**src/design/atv_pkg.sv**
```systemverilog
// Shared constants, tables and types for the additive tone voice.
// Holds the quarter-wave sine table, note tables and the divider request type.
// No dependencies; compile first.
`timescale 1ns / 1ps
`default_nettype none

package atv_pkg;

    // Field and register widths
    localparam int NOTE_W      = 7;
    localparam int VEL_W       = 9;
    localparam int LEN_W       = 24;
    localparam int OFFSET_W    = 24;
    localparam int SAMPLE_W    = 16;
    localparam int INV_SR_W    = 20;
    localparam int RAMP_W      = 16;
    localparam int CFG_DATA_W  = 20;
    localparam int CFG_INDEX_W = 2;

    localparam logic [INV_SR_W-1:0] INV_SR_RESET  = INV_SR_W'(97392);
    localparam logic [RAMP_W-1:0]   ATTACK_RESET  = RAMP_W'(441);
    localparam logic [RAMP_W-1:0]   RELEASE_RESET = RAMP_W'(3528);

    typedef enum logic [CFG_INDEX_W-1:0] {
        CFG_INV_SAMPLE_RATE = 2'd0,
        CFG_ATTACK_SAMPLES  = 2'd1,
        CFG_RELEASE_SAMPLES = 2'd2
    } cfg_idx_t;

    // Phase arithmetic
    localparam int FREQ_W     = 28;                 // Q4.24 Hz, one octave
    localparam int OCT_W      = 4;
    localparam int SEMI_W     = 4;
    localparam int PROD_W     = FREQ_W + INV_SR_W;  // base * inv_sample_rate
    localparam int STEP_W     = 56;                 // Q0.56 turns
    localparam int STEP_HALF  = STEP_W / 2;
    localparam int LO_W       = STEP_HALF + OFFSET_W;
    localparam int PHASE_W    = 32;                 // Q0.32 turns

    // Sine table (power-of-two depth)
    localparam int SINE_TABLE_DEPTH = 1024;
    localparam int SINE_IDX_W       = $clog2(SINE_TABLE_DEPTH);
    localparam int SINE_QUARTER     = SINE_TABLE_DEPTH / 4;
    localparam int SINE_SHIFT       = PHASE_W - SINE_IDX_W;
    localparam int SINE_MAG_W       = 31;
    localparam int SINE_W           = 32;

    // Mixing and output scaling
    localparam int WP_W       = 48;
    localparam int MAG_W      = 46;
    localparam int VEL_SHIFT  = 23;
    localparam int MV_FULL_W  = MAG_W + VEL_W;
    localparam int MV_W       = MV_FULL_W - VEL_SHIFT;
    localparam int OUT_SHIFT  = 33;

    localparam logic signed [15:0] HARM_W1 = 16'sd18022;
    localparam logic signed [15:0] HARM_W2 = 16'sd5898;
    localparam logic signed [15:0] HARM_W3 = 16'sd2621;

    // Envelope: Q0.16 with one guard bit so that 1.0 is representable
    localparam int ENV_FRAC_W = 16;
    localparam int ENV_W      = ENV_FRAC_W + 1;
    localparam logic [ENV_W-1:0] ENV_ONE = ENV_W'(65536);

    localparam int DIV_BITS_PER_STAGE = 2;
    localparam int DIV_STAGES         = ENV_FRAC_W / DIV_BITS_PER_STAGE;

    typedef struct packed {
        logic [RAMP_W-1:0] num;
        logic [RAMP_W-1:0] den;
        logic              bypass;
    } div_req_t;

    // Note number to octave and semitone
    localparam int NOTE_COUNT = 2 ** NOTE_W;
    typedef logic [NOTE_COUNT-1:0][OCT_W-1:0]  note_oct_tab_t;
    typedef logic [NOTE_COUNT-1:0][SEMI_W-1:0] note_semi_tab_t;

    function automatic note_oct_tab_t build_note_oct();
        note_oct_tab_t tab;
        for (int i = 0; i < NOTE_COUNT; i++) begin
            tab[i] = OCT_W'(i / 12);
        end
        return tab;
    endfunction

    function automatic note_semi_tab_t build_note_semi();
        note_semi_tab_t tab;
        for (int i = 0; i < NOTE_COUNT; i++) begin
            tab[i] = SEMI_W'(i % 12);
        end
        return tab;
    endfunction

    localparam note_oct_tab_t  NOTE_OCT  = build_note_oct();
    localparam note_semi_tab_t NOTE_SEMI = build_note_semi();

    // Frequencies of notes 0..11 in Q4.24 Hz
    function automatic logic [FREQ_W-1:0] base_freq(input logic [SEMI_W-1:0] semi);
        logic [FREQ_W-1:0] f;
        unique case (semi)
            4'd0:    f = 28'd137167144;
            4'd1:    f = 28'd145323527;
            4'd2:    f = 28'd153964914;
            4'd3:    f = 28'd163120144;
            4'd4:    f = 28'd172819773;
            4'd5:    f = 28'd183096171;
            4'd6:    f = 28'd193983636;
            4'd7:    f = 28'd205518503;
            4'd8:    f = 28'd217739269;
            4'd9:    f = 28'd230686720;
            4'd10:   f = 28'd244404066;
            4'd11:   f = 28'd258937088;
            default: f = '0;
        endcase
        return f;
    endfunction

    // Quarter-wave sine, Q1.30, evaluated only while building the table
    localparam logic [63:0] Q30_ONE     = 64'd1073741824;
    localparam logic [63:0] HALF_PI_Q30 = 64'd1686629713;

    function automatic logic [63:0] quarter_sine(input logic [63:0] r);
        logic [63:0] x;
        logic [63:0] x2;
        logic [63:0] t;
        x  = (r * HALF_PI_Q30) >> 30;
        x2 = (x * x) >> 30;
        t  = Q30_ONE;
        t  = Q30_ONE - ((x2 * t) >> 30) / 110;
        t  = Q30_ONE - ((x2 * t) >> 30) / 72;
        t  = Q30_ONE - ((x2 * t) >> 30) / 42;
        t  = Q30_ONE - ((x2 * t) >> 30) / 20;
        t  = Q30_ONE - ((x2 * t) >> 30) / 6;
        return (x * t) >> 30;
    endfunction

    typedef logic [SINE_QUARTER:0][SINE_MAG_W-1:0] qsine_tab_t;

    function automatic qsine_tab_t build_qsine();
        qsine_tab_t  tab;
        logic [63:0] q;
        for (int k = 0; k <= SINE_QUARTER; k++) begin
            q      = quarter_sine(64'(k) << SINE_SHIFT);
            tab[k] = q[SINE_MAG_W-1:0];
        end
        return tab;
    endfunction

    localparam qsine_tab_t QSINE = build_qsine();

    // Full-wave lookup: fold the index onto the quarter table, restore the sign
    function automatic logic signed [SINE_W-1:0] sine_at(input logic [SINE_IDX_W-1:0] idx);
        logic [SINE_IDX_W-2:0] k;
        logic [SINE_MAG_W-1:0] mag;
        k = idx[SINE_IDX_W-2]
            ? (SINE_IDX_W-1)'(SINE_QUARTER) - {1'b0, idx[SINE_IDX_W-3:0]}
            : {1'b0, idx[SINE_IDX_W-3:0]};
        mag = QSINE[k];
        return idx[SINE_IDX_W-1] ? -$signed({1'b0, mag}) : $signed({1'b0, mag});
    endfunction

endpackage

`default_nettype wire

```
**src/design/atv_div.sv**
```systemverilog
// Pipelined restoring divider for the envelope ratio num * 2^16 / den.
// Depends on atv_pkg (widths, div_req_t); stage enables come from the top level.
`timescale 1ns / 1ps
`default_nettype none

module atv_div (
    input  wire logic                            aclk,
    input  wire logic [atv_pkg::DIV_STAGES-1:0]  en,
    input  wire atv_pkg::div_req_t               req,
    output logic      [atv_pkg::ENV_W-1:0]       env
);
    import atv_pkg::*;

    typedef struct packed {
        logic [RAMP_W-1:0]     rem;
        logic [RAMP_W-1:0]     den;
        logic [ENV_FRAC_W-1:0] quo;
        logic                  bypass;
    } div_stage_t;

    div_stage_t stage_in   [DIV_STAGES];
    div_stage_t stage_next [DIV_STAGES];
    div_stage_t stage_reg  [DIV_STAGES];

    always_comb begin
        stage_in[0].rem    = req.num;
        stage_in[0].den    = req.den;
        stage_in[0].quo    = '0;
        stage_in[0].bypass = req.bypass;
        for (int k = 1; k < DIV_STAGES; k++) begin
            stage_in[k] = stage_reg[k-1];
        end
    end

    // Numerator is below the divisor, so each step yields exactly one quotient bit
    always_comb begin
        div_stage_t    cur;
        logic [RAMP_W:0] trial;
        for (int k = 0; k < DIV_STAGES; k++) begin
            cur = stage_in[k];
            for (int b = 0; b < DIV_BITS_PER_STAGE; b++) begin
                trial = {cur.rem, 1'b0};
                if (trial >= {1'b0, cur.den}) begin
                    cur.rem = RAMP_W'(trial - {1'b0, cur.den});
                    cur.quo = {cur.quo[ENV_FRAC_W-2:0], 1'b1};
                end else begin
                    cur.rem = trial[RAMP_W-1:0];
                    cur.quo = {cur.quo[ENV_FRAC_W-2:0], 1'b0};
                end
            end
            stage_next[k] = cur;
        end
    end

    always_ff @(posedge aclk) begin
        for (int k = 0; k < DIV_STAGES; k++) begin
            if (en[k]) begin
                stage_reg[k] <= stage_next[k];
            end
        end
    end

    assign env = stage_reg[DIV_STAGES-1].bypass
                 ? ENV_ONE
                 : {1'b0, stage_reg[DIV_STAGES-1].quo};

endmodule

`default_nettype wire

```
**config.mk**
```make
export PLATFORM = sky130hd
export DESIGN_NAME = atv_div
export DESIGN_NICKNAME = d
export VERILOG_FILES = /design/src/design/atv_pkg.sv /design/src/design/atv_div.sv
export SDC_FILE = /design/constraint.sdc
export NUM_CORES = 1
export LEC_CHECK = 0
export BUFFER_PORTS_ARGS = -buffer_cell sky130_fd_sc_hd__buf_2
export CELL_PAD_IN_SITES_DETAIL_PLACEMENT = 1
export CELL_PAD_IN_SITES_GLOBAL_PLACEMENT = 1
export CORE_MARGIN = 2
export CORE_UTILIZATION = 57
export CTS_BUF_LIST = sky130_fd_sc_hd__clkbuf_8
export DETAILED_ROUTE_END_ITERATION = 6
export HOLD_SLACK_MARGIN = 0.06
export PLACE_DENSITY = 0.95
export SYNTH_ARGS = -nofsm -noshare
export SYNTH_HDL_FRONTEND = slang
export SYNTH_SLANG_ARGS = --single-unit
export TNS_END_PERCENT = 1
```
**constraint.sdc**
```tcl
create_clock -name aclk -period 14.9 [get_ports aclk]
set_input_delay 3.725 -clock aclk [delete_from_list [all_inputs] [get_ports aclk]]
set_output_delay 3.725 -clock aclk [all_outputs]
set_load 0.02 [all_outputs]
```
Word-level counts from Yosys, hierarchy flattened
Memory sizes are Yosys's and may differ from the RTL's.
Cells that the tools add are included.
- input bits: 42
- bits in registers: 0
- memories kept: 1
- output and inout bits: 17
- memory bits (writable): 392
- memory list (name ; depth ; width ; read ports ; clocked after Yosys merged registers in ; write ports ; RTL line ; source):
    stage_reg ; 8 ; 49 ; 8 ; 0 ; 8 ; atv_div.sv:23 ; div_stage_t stage_reg [DIV_STAGES];
- mux-type cells: 49
- add/sub/neg operators: 16
- magnitude comparators: 16
- operator list (cell ; number):
    $ge A17 B16 Y1 ; 16
    $mux W16 ; 16
    $sub A16 B16 Y16 ; 16
    $mux W1 ; 32
    $mux W17 ; 1

Logic depth before layout (Yosys ltp)
An unclocked memory read counts as a cell.
- depth after elaboration: 5
- depth in mapped cells: 24
- depth with buffers taken out: 20

Worst setup path before layout
Ideal clock, no wire load.
- path kind: input to register
- start point: input req[11] in the netlist's numbering
- end point: memory stage_reg[0][40] in the netlist's numbering, data pin
- setup time: 260 ps
- arrival: 8507 ps
- cell stages on the path: 22
- data required time: 14640 ps
- setup slack: 6132 ps
- cell sequence: inv_1 -> ha_1 -> a21oi_1 -> nor2b_1 -> nor2_1 -> or4b_1 -> o21ai_0 -> nand2_1 -> clkbuf_1 -> nor2_1 -> a21oi_1 -> ha_1 -> a21o_1 -> a21o_1 -> a221o_1 -> a31o_2 -> o2111a_1 -> or3_1 -> or3_1 -> a21boi_4 -> buf_12 -> mux2_4
- RTL lines (what ; RTL line ; source):
    start: declaration ; atv_div.sv:9 ; input wire atv_pkg::div_req_t req,
    end: declaration ; atv_div.sv:23 ;

==> results.yml <==
cts:
  cts_hold_buffers: 0
  cts.repair.resized: 0
  clockBufferDepth: 3
  clkTransAtPathRegs_ns: 0.07
  cts_sinks: 304
  cts-root-buf: "clkbuf_8"
  clk_latency_ns: 0.69
  cts_buffers: 54
  cts_tree: "yes"
  post-cts-setup-buffers: 0
  htreeDepth: 2
setup_path:
  crit_fanout: 24
  criticalPathCategory: "in -> reg"
  cp-end-kind: "flip-flop"
  required_ns: 15.31
  reg2reg_depth: 18
  start_kind: "input port"
  cp.arrival_ns: 9.96
routing:
  wire_per_inst_um: 28.50
  drtPass1Iterations: 5
  viasPerCell: 6.959
  ant_nets: 0
  wirelength_mm: 82.79
  first_iter_violations: 1759
  drc: 0
  routed-via-count: 20215
synthesis:
  synth_warnings: 0
  ys_types: 81
  ys.flop_type: "edfxtp_1"
  synth_edf_count: 304
  seq_area_frac_synth_pct: 39.31
  synth-seq-cells: 304
  syn-cell-area_um2: 23220
  syn_area_per_cell_um2: 10.30
  syn_inst: 2254
  syn_nets: 2552
  synthArstFlopShare_pct: 0
finish:
  n_antenna_cell: 0
  nets: 2639
  final_common_cell: "edfxtp_1"
  flow.area_growth_from_synthesis_pct: 8.248
  drive_gt1_share_pct: 12.56
  largest_register_ffs: 304
  final_cell_mix: "edfxtp_1, ha_1, inv_1"
  final_cells: 2905
sta:
  finalSetupTns_ns: 0
  slew_violations: 0
  tightest_slew_ns: 1.230
  rsz0062_at_grt: "false"
  setup_viol: 0
  finalCriticalPeriod_ns: 9.549
  max-slew-margin-rel_pct: 17.97
  skew_ns: 0.04577
  hold_violations: 0
  fmax_mhz: 104.7
  timing.final.crit_share_pct: 64.09
global_routing:
  busiest_layer: "met2"
  antenna_found_initial: 2
  use_met1_pct: 43.70
  use_met3_pct: 8.057
  track_usage_pct: 39.50
  grt_pass1_wl_mm: 128.7
  grtUsageMet2_pct: 68.47
  first_global_vias: 22063
  grt_max_degree: 48
  grt_overflow_total: 0
min_path:
  hp-class: "reg -> reg"
  min_path_cells: 0
die:
  core_um2: 40010
  die_h_um: 205.9
  dieWidth_um: 205.9
  dieArea_um2: 42370
  num_rows: 73
  start_util_pct: 58.05
  ios: 59
place:
  gp_congestion: 0.9203
  placedCellCount: 2810
  port_buffers: 58
  dp.final_hpwl_mm: 55.82
status:
  status: "finished, final reports clean"
flow_run:
  drv_cap: 0
==> area by class of cell <==
| type | count | area (um^2) |
|---|---|---|
| Sequential cell | 304 | 9129 |
| Fill cell | 4350 | 14870 |
| Tap cell | 525 | 656.9 |
| Clock buffer | 54 | 743.2 |
| Clock inverter | 41 | 319.1 |
| Multi-Input combinational cell | 1734 | 13270 |
| Timing Repair Buffer | 65 | 342.8 |
| Inverter | 182 | 683.2 |
==> cells by family after synthesis <==
kind of cell	after synthesis	synth area share, %
flops	304	39.31
fa+ha+maj	256	14.05
xor+xnor	187	7.052
simple gates	525	11.28
compound gates	621	17.54
buf+inv	216	3.653
mux	145	7.122
==> synthesized netlist by cell type, drive strengths merged (5+ instances only) <==
cell type  instances  area (um^2)
edfxtp           304         9129
ha               248         3103
a21oi            185        929.6
inv              182        683.2
mux2             138         1584
nor2             133        499.2
xnor2            126         1104
o21ai            114        574.3
nand2            112        420.4
a21o              99        745.7
xor2              61        534.3
nor3              54        270.3
nor2b             51        319.1
nand3             38        190.2
o21a              35        262.8
o21bai            30        225.2
nand4             29        181.4
a211oi            25        205.2
nand2b            23        143.9
and2              21        132.6
clkbuf            21        78.83
a31oi             18        112.6
a21boi            13        108.9
buf               13        86.33
o211ai            12        90.09
or3               11        68.82
and3              10        63.81
and4              10        87.58
nor4              10        62.56
o31ai             10        75.07
a211o              9        78.83
o31a               9        78.83
fa                 8        160.2
or2                8        50.05
a2111oi            7        68.81
mux2i              7        70.07
a41oi              6        52.55
a311oi             5        43.79
==> routing by layer <==
metal | part of all wire [%] | up-vias
li1 | - | 8578
met1 | 36 | 9834
met2 | 49 | 1296
met3 | 7.7 | 503
met4 | 7.7 | 4
met5 | 0.028 | -
==> stage by stage <==
step	utilization (%)	worst slack, ns	cell area, um^2	hold WS, ns
floorplan	-	6.132	23220	0.4003
global placement	60.18	5.478	24080	0.4007
detailed placement	60.18	5.278	24080	0.4061
CTS	62.84	5.614	25140	0.3830
global route	62.84	5.147	25140	0.4033
finish	62.84	5.351	25140	0.3961
==> final timing paths <==
| path | from | end | slack, ns |
|---|---|---|---|
| max | req[2] | stage_reg[0][35] | 5.35 |
| min | stage_reg[0][101] | stage_reg[0][152] | 0.40 |
| max reg2reg | stage_reg[0][118] | stage_reg[0][191] | 7.57 |
| min reg2reg | stage_reg[0][101] | stage_reg[0][152] | 0.40 |
==> worst max-delay path, cell delays in order <==
cell      delay, ns
buf_2          0.14
inv_1          0.12
ha_1           0.34
nor2b_1        0.16
o31a_1         0.29
o21ai_0        0.26
a21oi_1        0.16
o21ai_0        0.46
nand2_1        0.64
a21oi_1        0.48
ha_1           0.37
a21o_1         0.24
a21o_1         0.20
a221o_1        0.34
a31o_2         0.25
o2111a_1       0.28
or3_1          0.36
a21oi_1        0.43
a21boi_4       0.30
mux2_2         0.39
Power is left out: the tool's default activity adds up to more than one toggle a clock period on the data nets, which glitch-free logic cannot reach.
